### src/rtl/ptrmx_pkg.sv
`timescale 1ns / 1ps
// Shared types and constants for the persistent trie range maximum XOR block.
// Used by ptrmx_ctrl, ptrmx_dp and persistent_trie_range_max_xor; no dependencies.
package ptrmx_pkg;

  localparam int KEY_BITS_DEF     = 24;
  localparam int MAX_VERSIONS_DEF = 1024;

  localparam int VALUE_W  = 24;
  localparam int BOUND_W  = 11;
  localparam int RESULT_W = 24;

  localparam logic OP_APPEND = 1'b0;
  localparam logic OP_QUERY  = 1'b1;

  typedef enum logic [1:0] {
    ST_QUERY_OK  = 2'd0,
    ST_APPENDED  = 2'd1,
    ST_POOL_FULL = 2'd2,
    ST_BAD_RANGE = 2'd3
  } status_t;

  typedef struct packed {
    logic               op;
    logic [VALUE_W-1:0] value;
    logic [BOUND_W-1:0] left;
    logic [BOUND_W-1:0] right;
  } req_t;

  typedef struct packed {
    logic [RESULT_W-1:0] result;
    status_t             status;
  } rsp_t;

  typedef enum logic [3:0] {
    S_IDLE,
    S_CHECK,
    S_A_RD,
    S_A_WR,
    S_A_LEAF,
    S_Q_ROOT,
    S_Q_NODE,
    S_Q_RD,
    S_Q_DEC,
    S_DONE
  } state_t;

  typedef struct packed {
    logic    capture;
    logic    app_init;
    logic    q_init;
    logic    app_rd;
    logic    app_step;
    logic    app_leaf;
    logic    q_root;
    logic    q_node;
    logic    q_rd;
    logic    q_dec;
    logic    out_load;
    status_t out_status;
  } dp_cmd_t;

  typedef struct packed {
    logic is_query;
    logic pool_full;
    logic bad_range;
    logic level_zero;
  } dp_stat_t;

endpackage

### src/rtl/ptrmx_ctrl.sv
`timescale 1ns / 1ps
// Controller state machine: sequences appends and queries over the trie levels.
// Depends on ptrmx_pkg for the state, command and status types.
module ptrmx_ctrl (
  input  logic               clk,
  input  logic               rst,
  input  logic               req_valid,
  output logic               req_ready,
  output logic               rsp_valid,
  input  logic               rsp_ready,
  input  ptrmx_pkg::dp_stat_t stat,
  output ptrmx_pkg::dp_cmd_t  cmd
);
  import ptrmx_pkg::*;

  state_t  state, state_next;
  status_t fin_status, fin_status_next;

  always_ff @(posedge clk) begin
    if (rst) begin
      state      <= S_IDLE;
      fin_status <= ST_QUERY_OK;
      rsp_valid  <= 1'b0;
    end else begin
      state      <= state_next;
      fin_status <= fin_status_next;
      if (cmd.out_load) begin
        rsp_valid <= 1'b1;
      end else if (rsp_ready) begin
        rsp_valid <= 1'b0;
      end
    end
  end

  always_comb begin
    cmd             = '0;
    cmd.out_status  = fin_status;
    state_next      = state;
    fin_status_next = fin_status;
    req_ready       = (state == S_IDLE);
    unique case (state)
      S_IDLE: begin
        if (req_valid) begin
          cmd.capture = 1'b1;
          state_next  = S_CHECK;
        end
      end
      S_CHECK: begin
        priority if (stat.is_query && stat.bad_range) begin
          fin_status_next = ST_BAD_RANGE;
          state_next      = S_DONE;
        end else if (stat.is_query) begin
          cmd.q_init = 1'b1;
          state_next = S_Q_ROOT;
        end else if (stat.pool_full) begin
          fin_status_next = ST_POOL_FULL;
          state_next      = S_DONE;
        end else begin
          cmd.app_init = 1'b1;
          state_next   = S_A_RD;
        end
      end
      S_A_RD: begin
        cmd.app_rd = 1'b1;
        state_next = S_A_WR;
      end
      S_A_WR: begin
        cmd.app_step = 1'b1;
        state_next   = stat.level_zero ? S_A_LEAF : S_A_RD;
      end
      S_A_LEAF: begin
        cmd.app_leaf    = 1'b1;
        fin_status_next = ST_APPENDED;
        state_next      = S_DONE;
      end
      S_Q_ROOT: begin
        cmd.q_root = 1'b1;
        state_next = S_Q_NODE;
      end
      S_Q_NODE: begin
        cmd.q_node = 1'b1;
        state_next = S_Q_RD;
      end
      S_Q_RD: begin
        cmd.q_rd   = 1'b1;
        state_next = S_Q_DEC;
      end
      S_Q_DEC: begin
        cmd.q_dec = 1'b1;
        if (stat.level_zero) begin
          fin_status_next = ST_QUERY_OK;
          state_next      = S_DONE;
        end else begin
          state_next = S_Q_RD;
        end
      end
      S_DONE: begin
        // The output register frees up in the same cycle its beat is taken.
        if (!rsp_valid || rsp_ready) begin
          cmd.out_load = 1'b1;
          state_next   = S_IDLE;
        end
      end
      default: begin
        state_next = S_IDLE;
      end
    endcase
  end

  a_load_free: assert property (@(posedge clk) disable iff (rst)
    cmd.out_load |-> (!rsp_valid || rsp_ready))
    else $error("result loaded over a beat not yet taken");

  a_accept_check: assert property (@(posedge clk) disable iff (rst)
    (req_valid && req_ready) |=> (state == S_CHECK))
    else $error("accepted beat did not start a check");

  a_done_out: assert property (@(posedge clk) disable iff (rst)
    (state == S_DONE && rsp_ready) |=> (state == S_IDLE && rsp_valid))
    else $error("finished item did not reach the output");

endmodule

### config.mk
export PLATFORM = sky130hd
export DESIGN_NAME = ptrmx_ctrl
export DESIGN_NICKNAME = d
export VERILOG_FILES = /design/src/rtl/ptrmx_pkg.sv /design/src/rtl/ptrmx_ctrl.sv
export SDC_FILE = /design/constraint.sdc
export NUM_CORES = 1
export LEC_CHECK = 0
export BUFFER_PORTS_ARGS = -buffer_cell sky130_fd_sc_hd__buf_2
export CORE_UTILIZATION = 29
export CTS_BUF_LIST = sky130_fd_sc_hd__clkbuf_4
export DETAILED_ROUTE_END_ITERATION = 12
export GPL_TIMING_DRIVEN = 0
export PLACE_DENSITY = 0.51
export SLEW_MARGIN = 20
export SYNTH_ARGS = -nofsm -noshare
export SYNTH_HDL_FRONTEND = slang
export SYNTH_SLANG_ARGS = --single-unit
### constraint.sdc
create_clock -name clk -period 1.67 [get_ports clk]
set_input_delay 0.2505 -clock clk [delete_from_list [all_inputs] [get_ports clk]]
set_output_delay 0.2505 -clock clk [all_outputs]
set_load 0.01 [all_outputs]
After elaboration in Yosys (flattened, before gate mapping):

Index checks and enable logic that the tools add are counted.

* bits in registers: 7
* logic and storage cells: 56

* equality and inequality tests: 14
* muxes and demuxes: 31
* reduce and logical (&&, ||, !) cells: 8

Operators by type and width (count)
* one-hot mux 4 bit (10 select lines): 1
* 2-to-1 mux 4 bit: 6
* equality test 4 x 3 -> 1 bit, second input constant: 4
* 2-to-1 mux 1 bit: 16
* 2-to-1 mux 2 bit: 6
* equality test 4 x 2 -> 1 bit, second input constant: 2
* equality test 4 bit, second input constant: 2
* != test 2 bit, second input constant: 3
* != test 3 bit, second input constant: 2
* one-hot mux 2 bit (3 select lines): 1
* equality test 4 x 1 -> 1 bit, second input constant: 1
* zero test 4 bit: 1
* AND reduction 4 bit: 1
* 2-to-1 mux 3 bit: 1
* nonzero test 3 bit: 1
* AND reduction 2 bit: 1
* nonzero test 2 bit: 1
* logical AND 1 bit: 1
* zero test 1 bit: 1
* logical OR 1 bit: 1

Longest topological paths before layout:

Gate-level depths: netlist of run 1.

* depth after elaboration: 5
* depth in mapped cells: 6
* mapped depth without buffers: 4

Worst setup path before layout of run 1:

OpenSTA, ideal clock, no wires.

* kind: reg-to-output
* start: reg state[0]
* end: out cmd[12] in the netlist's numbering
* data arrival time: 1.206 ns
* required time: 1.419 ns
* slack: 0.213 ns
* cell stages (with the launch flop): 4
* path buffers: 1
* cells stage by stage: dfxtp_1 buf_6 nor4_1 and2_1

RTL lines
* from (decl): RTL line ptrmx_ctrl.sv:16 `state_t state, state_next;`
* from (signal assigned): RTL line ptrmx_ctrl.sv:25 `state <= state_next;`
* to (decl): RTL line ptrmx_ctrl.sv:12 `output ptrmx_pkg::dp_cmd_t cmd`

==> flow_results.org, run 1 <==
** Layout
- In the final layout, the share of cells above drive strength 1 is 0.396.
- Synth-to-layout area growth :: 33.0%
- Summing all non-filler instances in the final layout gives an area of 802 sq um.
- For this run, the post-layout net count is 115.
- The finished layout holds 133 standard cells, fillers aside.
- Inserted Diodes :: 0
- Filler cell count :: 237

** Clock network
- CTS tree :: yes
- The longest clock path from root to sink contains 2 buffers.
- Clock-pin slew was measured on the worst setup and hold paths at 0.06 ns.
- Number of CTS-inserted buffers :: 3
- The tree is rooted in a sky130_fd_sc_hd__clkbuf_4.
- At the later pin of the worst-skew pair, clock insertion delay measures 0.26 ns.
- Total clock sinks :: 7
- CTS built an H-tree with a depth of 1.

** Route
- After detailed routing, the number of vias per cell comes to 4.96.
- After detailed routing, the total wire length is 1.60 mm.
- Final ANT Viol Nets :: 0
- For this run, design rule violations remaining after detail routing come to 0.
- The first detailed-routing pass took 4 iterations.
- Summing over every cut layer, the via total after detailed routing is 660.
- In this run, the number of DRC markers left after iteration 0 of detailed routing was 10.
- Average routed wire per standard cell :: 12.1 microns

** Setup path
- The worst setup path is captured at an output pin.
- Traced cell by cell, the critical path runs through buf_6, buf_2, nand2b_1, nor3_1, buf_2.
- Kind of start point of the critical path :: flop
- Worst EP arrival :: 1.39 ns
- On the worst path, the slowest cell contributes a delay of 0.31 ns.
- CP max stage cell :: sky130_fd_sc_hd__dfxtp_1
- By instance count, the cell type seen most on the critical path is sky130_fd_sc_hd__buf_2.
- Critical path type :: reg -> out
- Of all nets on the critical path, the largest fanout is 10.
- For the worst setup path, the data required time is 1.42 ns.

** Floorplanning
- Floorplan die width :: 47.6 microns
- Die Outline Area :: 2270 sq um
- For this design the top-level I/O count stands at 23.
- From bottom edge to top edge, the die measures 47.6 microns.
- Cell Rows :: 16
- The initial utilization of the core area, before any placement, comes to 0.307.
- The floorplan step defined a core boundary enclosing 1960 sq um.

** Run
- Across the run, the number of max-cap violations was 0.

** Timing
- Setup repair after global routing could not meet its margin everywhere.
- Final hold analysis gives a worst-case slack of 0.270 ns.
- Dividing the final minimum period by the clock period gives 0.984.
- Setup violations remaining at the end of the flow were counted as 0.
- Final Hold Violating Endpoints :: 0
- Highest clock rate :: 608 MHz
- Across the routed clock network, the largest skew measured is 0.00875 ns.
- The final max-slew violation count was 0.
- For the pin with the worst max-slew slack, the measured transition is 0.428 ns.
- Fin worst setup slack :: 0.0263 ns
- After layout, the minimum clock period comes to 1.64 ns.
- Headroom to the max-slew limit came out at 0.711.

** Placed design
- After detailed placement, the total cell area comes to 747 sq um.
- Before CTS, the worst setup slack after placement is 0.190 ns.
- Detailed placement ended at an HPWL of 1.20 mm.
- Routability-driven placement finished with a final weighted congestion of 0.803.
- Including well taps, the total number of placed cells is 128.
- I/O Buffers :: 22

** Power
- Switching pwr :: 364 uW
- In this run the static leakage power is 0.000352 uW.
- The share of total power dissipated in combinational logic is 0.572.
- The share of total power dissipated in the clock network is 0.178.
- Switching part of the total :: 0.414
- Share of power burned in registers :: 0.249
- Worst voltage drop across the vdd grid :: 475 uV
- Power density cells :: 1100 nW/um^2
- The design draws 881 uW.
- Internal power :: 516 uW

** GRT
- The via count of the first global-routing pass was 536.
- Antenna violations before repair :: 0
- Global-route wire length before repair :: 2.39 mm
- Remaining global-route overflow :: 0
- In the global route stage, overall resource usage came out at 0.152.
- Entering global routing, the biggest net connects 11 pins.

** Synthesis
- Yosys printed 0 warnings.
- In this run the cell area of the synthesized design comes to 603 sq um.
- Synthesis instantiated 33 different standard cells from the library.
- After synthesis the netlist holds a flip-flop and latch count of 7.
- Averaged over all synthesized cells, the footprint is 7.63 sq um.
- Mapped Cells :: 79
- Number of nets in the synthesized netlist :: 87
- Share of synthesized area occupied by flip-flops and latches :: 0.232

** Run status
- Outcome :: completed

** Worst hold path
- Class of the tightest hold or removal check :: in -> reg
power groups by stage:
stage                     combinational [uW]  clock (uW)  sequential (uW)
final                                    504         157              220
after global routing                     556         171              223
after CTS                                485         164              219
after detailed placement                 477           0              222
after global placement                   475           0              221
after floorplan                          346           0              225
metrics by stage:
| step | TNS [ns] | util |
|---|---|---|
| finish | 0 | 0.409 |
| global route | -0.173 | 0.409 |
| CTS | 0 | 0.397 |
| detailed placement | 0 | 0.381 |
| global placement | 0 | 0.381 |
| floorplan | 0 | - |
sequential cells by signal, summed over array words and instances (netlist names):
register,cells
state,4
fin_status,2
rsp_valid,1
cell type report:
type	count	area, sq um	share of cell area
multi-input cells	64	427	0.532
clock buffers	3	22.5	0.0281
well taps	27	33.8	0.0421
inverters	1	3.75	0.00468
flip-flops and latches	7	140	0.175
repair buffers	23	118	0.147
clock inverters	1	5.00	0.00624
plain buffers	7	52.6	0.0655
worst paths after layout:
kind	cells after the start	startpoint	endpoint	slack, ns
worst min-delay path	2	rst	state[1]	0.27
worst max-delay path	5	state[3]	cmd[7]	0.03
worst max register to register	5	state[2]	fin_status[0]	0.18
worst min register to register	1	fin_status[1]	fin_status[1]	0.47
Yosys cell counts (all sizes together):
master | instances | area share
nor2 | 9 | 0.056
a21oi | 8 | 0.066
buf | 7 | 0.079
dfxtp | 7 | 0.23
nand2b | 7 | 0.073
nand2 | 5 | 0.031
nor2b | 5 | 0.052
nor3 | 4 | 0.041
nor4 | 4 | 0.077
o21ai | 3 | 0.025
o2bb2ai | 2 | 0.029
a2111oi | 1 | 0.015
a211o | 1 | 0.015
a211oi | 1 | 0.012
a21o | 1 | 0.012
and2 | 1 | 0.010
inv | 1 | 0.0062
mux2 | 1 | 0.019
mux2i | 1 | 0.017
nand4bb | 1 | 0.019
nor3b | 1 | 0.012
nor4b | 1 | 0.015
o21a | 1 | 0.012
o22a | 1 | 0.015
o22ai | 1 | 0.010
or2 | 1 | 0.010
or2b | 1 | 0.012
or4 | 1 | 0.012
xor2 | 1 | 0.015
logic make-up after synthesis:
kind of cell | after synthesis | share of synthesized area
DFF | 7 | 0.232
buffers and inverters | 8 | 0.0850
xor gates and xnor gates | 1 | 0.0145
AOI/OAI and AO/OA | 20 | 0.212
and+or+nand+nor | 41 | 0.421
muxes | 2 | 0.0353
placed cells by master (no fill, tap or decap), drive strengths merged:
cell type  synthesis  routed
a2111oi            1       1
a211o              1       1
a211oi             1       1
a21o               1       1
a21oi              8       8
and2               1       1
buf                7      30
clkbuf             0       3
clkinv             0       1
dfxtp              7       7
inv                1       1
mux2               1       1
mux2i              1       1
nand2              5       5
nand2b             7       7
nand4bb            1       1
nor2               9       9
nor2b              5       5
nor3               4       4
nor3b              1       1
nor4               4       4
nor4b              1       1
o21a               1       1
o21ai              3       3
o22a               1       1
o22ai              1       1
o2bb2ai            2       2
or2                1       1
or2b               1       1
or4                1       1
xor2               1       1
timing repair:
action / 4_1_cts / 5_1_grt
buffers inserted: 0 / 1
resized for setup: 2 / 3
hold buffers: 0 / 0
endpoints found under the setup margin: 4 / 5
pin swaps: 1 / 1
critical path, delay by kind of cell, from the launching register on:
kind	cells	cell delay, ns
AND/OR/NAND/NOR	2	0.35
buffers and inverters	3	0.48
flip-flops	1	0.31
routing by layer:
metal | share of wire | GRT usage | vias to the layer above
met4 | 0 | 0.0333 | 0
met2 | 0.48 | 0.244 | 15
met5 | 0 | 0 | -
met3 | 0.042 | 0.0453 | 0
met1 | 0.47 | 0.204 | 306
li1 | - | - | 339
(Power assumes the default switching activity.)
==> inputs of run 2 (changes only) <==
--- a/config.mk
+++ b/config.mk
@@ -11,6 +11,7 @@
 export DETAILED_ROUTE_END_ITERATION = 12
 export GPL_TIMING_DRIVEN = 0
 export PLACE_DENSITY = 0.51
+export RECOVER_POWER = 100
 export SLEW_MARGIN = 20
 export SYNTH_ARGS = -nofsm -noshare
 export SYNTH_HDL_FRONTEND = slang
==> constraint.sdc (replaced) <==
create_clock -name clk -period 1.9 [get_ports clk]
set_input_delay 0.285 -clock clk [delete_from_list [all_inputs] [get_ports clk]]
set_output_delay 0.285 -clock clk [all_outputs]
set_load 0.01 [all_outputs]
==> run 2 against run 1 <==
Against the previous run: first-iteration DRC count is 20% higher; power is 16% lower; sequential power is 13% lower; clock skew hardly changed; design area is 5.6% lower; die area stayed put; routed wire length is 1.1% lower.
==> flow_results.org, run 2 (synthesis results as in run 1) <==
** Run status
- Outcome :: completed

** GRT
- Vias in the first global route :: 536
- Remaining global-route overflow :: 0
- The initial antenna violation count is 0.
- Pin count of the biggest net entering global routing :: 11
- Total routing usage reported by global routing :: 0.152
- The first global-routing pass estimated 2.39 mm of wire.

** Clock network
- Clock tree synthesis found a total of 7 sinks.
- Number of CTS-inserted buffers :: 3
- Clk_lat worst skew :: 0.26 ns
- Number of levels in the clock H-tree :: 1
- CTS tree :: yes
- Clock-pin slew on the worst setup and hold paths :: 0.06 ns
- Buffer count from post-CTS setup fixing :: 0
- In this run the clock root is driven by a sky130_fd_sc_hd__clkbuf_4.
- Hold repair after CTS inserted 0 buffers.
- Max clock buf depth :: 2

** Timing
- For the pin with the worst max-slew slack, the measured transition is 0.466 ns.
- Highest clock rate :: 561 MHz
- Total Negative Setup Slacks :: 0 ns
- Setup repair after global routing left no endpoint under its margin.
- Period minus WS final :: 1.78 ns
- Between clock sinks in the finished design, the worst skew comes to 0.00850 ns.
- In this run the tightest slew margin relative to its limit is 0.687.
- Dividing the final minimum period by the clock period gives 0.938.
- The final max-slew violation count was 0.
- Number of endpoints failing setup at the final stage :: 0
- Final Hold Violating Endpoints :: 0

** Layout
- Relative to the synthesized area, the layout overhead comes to 25.5%.
- Final net count :: 114
- Leaving out fill and tap cells, the most frequent cell in the layout is sky130_fd_sc_hd__buf_2.
- Fraction of layout instances using a drive strength above 1 :: 0.248
- Largest Register :: state
- Inserted Diodes :: 0
- The register with the most flip-flops in the layout has 4 of them.
- In the layout the commonest cells are 15 x sky130_fd_sc_hd__buf_2, 11 x sky130_fd_sc_hd__clkbuf_1, 9 x sky130_fd_sc_hd__nor2_1.
- Largest regs :: state (4), fin_status (2), rsp_valid (1)

** Setup path
- Data on the critical path is required at its endpoint by 1.62 ns.
- Critical Path Start :: state[3]
- Crit Path Max Fanout :: 10
- The worst register-to-register path ends at fin_status[0].
- Worst EP arrival :: 1.50 ns
- Flop2flop setup slack :: 0.36 ns
- The critical path ends at cmd[7].
- For the worst flop-to-flop path, the logic depth is 4.
- The worst register-to-register path begins at state[2].
- The worst setup path is of the reg -> out kind.
- Kind of end point of the critical path :: output pin
- Kind of start point of the critical path :: flop

** Route
- In the routed layout, each cell is associated on average with a via count of 4.98.
- Iteration-0 DRC Markers :: 12
- Total Routed Length :: 1.59 mm
- In the final routed layout, each cell accounts on average for 12.0 microns.
- Number of vias after detailed routing :: 657
- The count of nets left with antenna violations once routing finished came out at 0.
- First-pass DRT Iterations :: 4
- For this run, design rule violations remaining after detail routing come to 0.

** Run
- The tool flagged a number of max-cap violations equal to 0.

** Floorplanning
- Starting utilization of the core area :: 0.307
- Die extent in y :: 47.6 microns
- Top-Level Pins :: 23
- Floorplan die width :: 47.6 microns
- The floorplan has 16 rows.
- Die Outline Area :: 2270 sq um
- Std-Cell Core Area :: 1960 sq um

** Placed design
- Routability Congestion :: 0.803
- I/O Buffers :: 22
- Detailed placement ended at an HPWL of 1.20 mm.

** Worst hold path
- Class of the tightest hold or removal check :: in -> reg

** Power
- The completed layout was analyzed and its total power is 736 uW.
- Power spread over the standard cell area amounts to 972 nW/um^2.
- IR analysis of the VDD net gives a maximum drop of 374 uV.
- The analysis attributes to cell leakage a power of 0.000298 uW.
[run 2: cell count changes in the layout (fill, tap and decap cells not counted), sizes merged]
cell | previous run | this run
clkbuf | 3 | 14
buf | 30 | 18
[run 2: final cells by class]
type / instances / area (sq um)
clock buffers: 3 / 22.5
inverters: 1 / 3.75
flip-flops and latches: 7 / 140
fillers: 247 / 1200
multi-input cells: 64 / 405
clock inverters: 1 / 5.00
well taps: 27 / 33.8
plain buffers: 7 / 47.5
repair buffers: 22 / 98.8
[run 2: worst min-delay path by stage]
| stage | startpoint | slack, ns | depth (start not counted) | to |
|---|---|---|---|---|
| floorplan | rst | 0.35 | 1 | rsp_valid |
| global placement | fin_status[1] | 0.45 | 1 | fin_status[1] |
| detailed placement | fin_status[1] | 0.45 | 1 | fin_status[1] |
| CTS | rst | 0.30 | 2 | state[1] |
| global route | rst | 0.32 | 2 | state[3] |
| finish | rst | 0.30 | 2 | rsp_valid |
[run 2: critical path: stages, from the launching register on]
cell and delay [ns]:
sky130_fd_sc_hd__dfxtp_1 0.33, sky130_fd_sc_hd__buf_6 0.14, sky130_fd_sc_hd__clkbuf_1 0.34, sky130_fd_sc_hd__nand2b_1 0.21, sky130_fd_sc_hd__nor3_1 0.06, sky130_fd_sc_hd__buf_2 0.15
[run 2: per-stage QoR]
stage	util	instances	hold WS, ns	worst slack, ns	area, sq um
detailed placement	0.381	128	0.454	0.386	747
floorplan	-	79	0.354	0.409	603
finish	0.386	132	0.300	0.118	757
global placement	0.381	128	0.449	0.388	747
CTS	0.395	132	0.304	0.0938	774
global route	0.386	132	0.315	0.00972	757
[run 2: per-layer routing]
layer  vias up  GRT usage  part of all wire
li1        337          -                 -
met5         -          0                 0
met1       305      0.204              0.48
met4         0     0.0333                 0
met3         0     0.0453             0.042
met2        15      0.244              0.48
[run 2: power by group]
part	switching (uW)	internal [uW]	total, uW
sequential	16.3	176	192
clock	61.1	77.2	138
combinational	236	170	406
[run 2: what timing repair did]
item                                   in CTS  in global routing
setup endpoints to repair                   0                  1
endpoints found under the hold margin       0                  0
resized for setup                           0                  2
==> inputs of run 3 (changes only) <==
--- a/config.mk
+++ b/config.mk
@@ -5,12 +5,13 @@
 export SDC_FILE = /design/constraint.sdc
 export NUM_CORES = 1
 export LEC_CHECK = 0
+export ABC_AREA = 1
 export BUFFER_PORTS_ARGS = -buffer_cell sky130_fd_sc_hd__buf_2
 export CORE_UTILIZATION = 29
 export CTS_BUF_LIST = sky130_fd_sc_hd__clkbuf_4
 export DETAILED_ROUTE_END_ITERATION = 12
 export GPL_TIMING_DRIVEN = 0
-export PLACE_DENSITY = 0.51
+export PLACE_DENSITY = 0.53
 export RECOVER_POWER = 100
 export SLEW_MARGIN = 20
 export SYNTH_ARGS = -nofsm -noshare
==> run 3 against run 2 <==
Against the previous run: routed wire length shrank 20%; power is 15% lower; global-route usage decreased by 0.64 points; non-clock buffer count decreased by 7; critical path depth unchanged; largest cell class unchanged; largest power group unchanged; highest routed layer is now met4.
==> flow_results.org, run 3 <==
** Run status
- Outcome :: completed

** Layout
- Inserted Diodes :: 0
- Largest regs :: state (4), fin_status (2), rsp_valid (1)
- Multi-input combinational cell area :: 298 sq um
- The filler cells instantiated in the layout total 196.
- Final net count :: 127
- Post-route cell area :: 643 sq um
- From synthesis to final layout, the design area changed by 25.4%.
- Fraction of layout instances using a drive strength above 1 :: 0.144
- Area used by sequential logic in the layout :: 140 sq um
- Largest Register :: state
- Most frequent standard cell in the layout excluding fill and tap cells :: sky130_fd_sc_hd__nand2_1
- Max reg flops :: 4
- For this run, the share of the core covered by cells in the final layout is 0.408.
- Leaving out fill and tap cells, the most frequent cells in the layout are 25 x sky130_fd_sc_hd__nand2_1, 24 x sky130_fd_sc_hd__nor2_1, 16 x sky130_fd_sc_hd__inv_1.

** Synthesis
- Most instantiated flip-flop cell in the synthesis netlist :: sky130_fd_sc_hd__dfxtp_1
- In this run, synthesis produced a sequential element count of 7.
- Async set or reset register ratio after synthesis :: 0
- Number of warnings printed during yosys synthesis :: 0
- The cell count after synthesis came out at 92.
- Share of synthesized area occupied by flip-flops and latches :: 0.273
- Leading post-synthesis cells by instance count :: 25 x sky130_fd_sc_hd__nand2_1, 20 x sky130_fd_sc_hd__nor2_1, 15 x sky130_fd_sc_hd__inv_1
- Counting flops with a built-in enable in the synthesized netlist gives 0.
- Distinct cell type count of the synthesized netlist :: 13
- Synthesized area :: 513 sq um
- After synthesis, the mean cell area works out to 5.58 sq um.
- Number of nets in the synthesized netlist :: 100
- Most instantiated library cell after synthesis :: sky130_fd_sc_hd__nand2_1
- Cell type with the largest total area after synthesis :: sky130_fd_sc_hd__dfxtp_1
- After synthesis, the cell types taking the most area are sky130_fd_sc_hd__dfxtp_1 27%, sky130_fd_sc_hd__nand2_1 18%, sky130_fd_sc_hd__nor2_1 15%.
- Of the post-synthesis cell area, the dominant cell type holds 0.273.

** Route
- After detailed routing, the total wire length is 1.27 mm.
- In the routed design, unresolved DRC markers number 0.
- First-pass DRT Iterations :: 6
- Routed via count divided by cell count :: 4.63
- Average routed wire per standard cell :: 9.49 microns
- Iteration-0 DRC Markers :: 17
- After detailed routing, the wire length on met1 is 627 microns.
- Once detail routing completed, the nets flagged for antenna violations numbered 0.
- Metal3 WL :: 60 microns
- Number of vias after detailed routing :: 620
- The highest metal layer carrying signal wires in the routed design is met4.
- Detailed routing placed a total of 568 microns of wire on met2.

** Clock network
- The clock passes through at most 2 buffers.
- Clock-pin slew was measured on the worst setup and hold paths at 0.06 ns.
- The later pin in the worst-skew pair is clocked with a latency of 0.26 ns.
- The tree is rooted in a sky130_fd_sc_hd__clkbuf_4.
- Number of levels in the clock H-tree :: 1
- The clock drives 7 sinks.
- CTS tree :: yes
- In this run the post-CTS setup repair buffer count came out at 0.
- Post-CTS resize count :: 0
- Hold-fix buffers at CTS :: 0
- Number of CTS-inserted buffers :: 3

** GRT
- Remaining global-route overflow :: 0
- Global-route wire length before repair :: 2.08 mm
- The via count of the first global-routing pass came to 510.
- Antenna violations before repair :: 0
- In the global route stage, overall resource usage came out at 0.146.
- Pin count of the biggest net entering global routing :: 7

** Worst hold path
- The worst hold path belongs to the class in -> reg.

** Floorplanning
- Die Outline Area :: 1940 sq um
- Std-Cell Core Area :: 1580 sq um
- Measured along the y axis, the die boundary spans 44.1 microns.
- Cell Rows :: 14
- Starting utilization of the core area :: 0.325
- Floorplan die width :: 44.1 microns
- In this run the count of I/O pins placed on the die edge is 23.

** Placed design
- I/O Buffers :: 22
- Final HPWL from detailed placement :: 1.02 mm
- Routability Congestion :: 0.818
- Placed cell area :: 643 sq um

** Timing
- Summed over all failing endpoints, the final setup total negative slack is 0 ns.
- Tightest slew margin relative to the limit :: 0.810
- Setup repair after global routing left no endpoint under its margin.
- Based on the critical path, the design can be clocked at up to 603 MHz.
- After layout, the minimum clock period comes to 1.66 ns.
- The final max-slew violation count is 0.
- Final Hold Violating Endpoints :: 0
- At the pin with the least slew margin, the transition time is 0.283 ns.
- Number of endpoints failing setup at the final stage :: 0
- Worst setup skew after layout :: 0.00911 ns
- In the finished design, the share of the clock period the worst path needs comes to 0.873.

** Setup path
- The slowest stage of the critical path is the sky130_fd_sc_hd__dfxtp_1 cell.
- Along the worst path, the maximum fanout reaches 5.
- STA classifies the critical path startpoint as a flop.
- At the worst endpoint, the arrival time is 1.37 ns.
- CP peak stage delay :: 0.43 ns
- The worst setup path is of the reg -> out kind.
- Worst Path Required :: 1.62 ns
- Crit path max-delay family :: simple AND/OR/NAND/NOR gates
- The critical path contains buffers and inverters numbering 2 combined.
- Kind of end point of the critical path :: output pin
- The critical path goes through nand2_1, nor2_1, nand3_1, inv_1, clkbuf_1.

** Power
- Power density cells :: 970 nW/um^2
- VDD sags by at most 343 uV.
- Leakage power total :: 0.000368 uW

** Run
- Maximum Capacitance Violations :: 0
[run 3: cell types whose count changed after synthesis, moves of 3 or more]
cell / change
sky130_fd_sc_hd__inv_1: +14
sky130_fd_sc_hd__nand2b_1: -7
sky130_fd_sc_hd__nand2_1: +20
sky130_fd_sc_hd__a21oi_1: -4
sky130_fd_sc_hd__buf_2: -5
sky130_fd_sc_hd__o21ai_0: -3
sky130_fd_sc_hd__nand3_1: +9
sky130_fd_sc_hd__nor2_1: +11
sky130_fd_sc_hd__nor2_2: +5
sky130_fd_sc_hd__nor2b_1: -5
[run 3: power breakdown]
part / internal (uW) / switching (uW)
combinational: 92.1 / 175
sequential: 176 / 24.9
clock: 94.8 / 60.5
total: 363 / 261
[run 3: cell type report]
cell class                 instances  share of cell area
sequential                         7               0.218
multi-input combinational         69               0.463
timing repair buffer              22               0.148
clock buffer                       4              0.0467
inverter                          16              0.0934
tap                               16              0.0311
[run 3: metal layers]
layer | vias to the layer above | GRT usage
met5 | - | 0
met4 | 0 | 0.0909
met3 | 2 | 0.0367
met2 | 18 | 0.209
met1 | 267 | 0.195
li1 | 333 | -
[run 3: logic make-up (layout without fill, tap and decap cells)]
family                 Yosys count  after routing  share of synthesized area
DFF                              7              7                      0.273
and+or+nand+nor                 62             62                      0.532
AOI/OAI and AO/OA                7              7                     0.0781
buffers and inverters           16             42                      0.117
[run 3: stage by stage]
stage          std cells  hold slack [ns]  total power, uW  setup WS, ns
5_1_grt              134            0.291              683        0.0677
2_1_floorplan         92            0.354              409         0.753
4_1_cts              134            0.292              655         0.218
6_report             134            0.279              624         0.241
3_5_place_dp         130            0.463              497         0.501
3_3_place_gp         130            0.453              496         0.514
[run 3: path summary, 6_finish.rpt]
path                       from            end  slack (ns)  depth (start not counted)
hold / removal              rst       state[1]        0.28                          2
hold reg to reg   fin_status[1]  fin_status[1]        0.47                          2
setup reg to reg       state[0]  fin_status[1]        0.55                          7
setup / recovery       state[0]        cmd[11]        0.24                          5
[run 3: worst register-to-register path: stages (launching register included)]
cell	delay (ns)
sky130_fd_sc_hd__dfxtp_1	0.43
sky130_fd_sc_hd__inv_1	0.11
sky130_fd_sc_hd__nor2_1	0.23
sky130_fd_sc_hd__nand2_1	0.11
sky130_fd_sc_hd__nor2_1	0.10
sky130_fd_sc_hd__nor2_1	0.08
sky130_fd_sc_hd__a21oi_1	0.13
sky130_fd_sc_hd__nor2_1	0.05
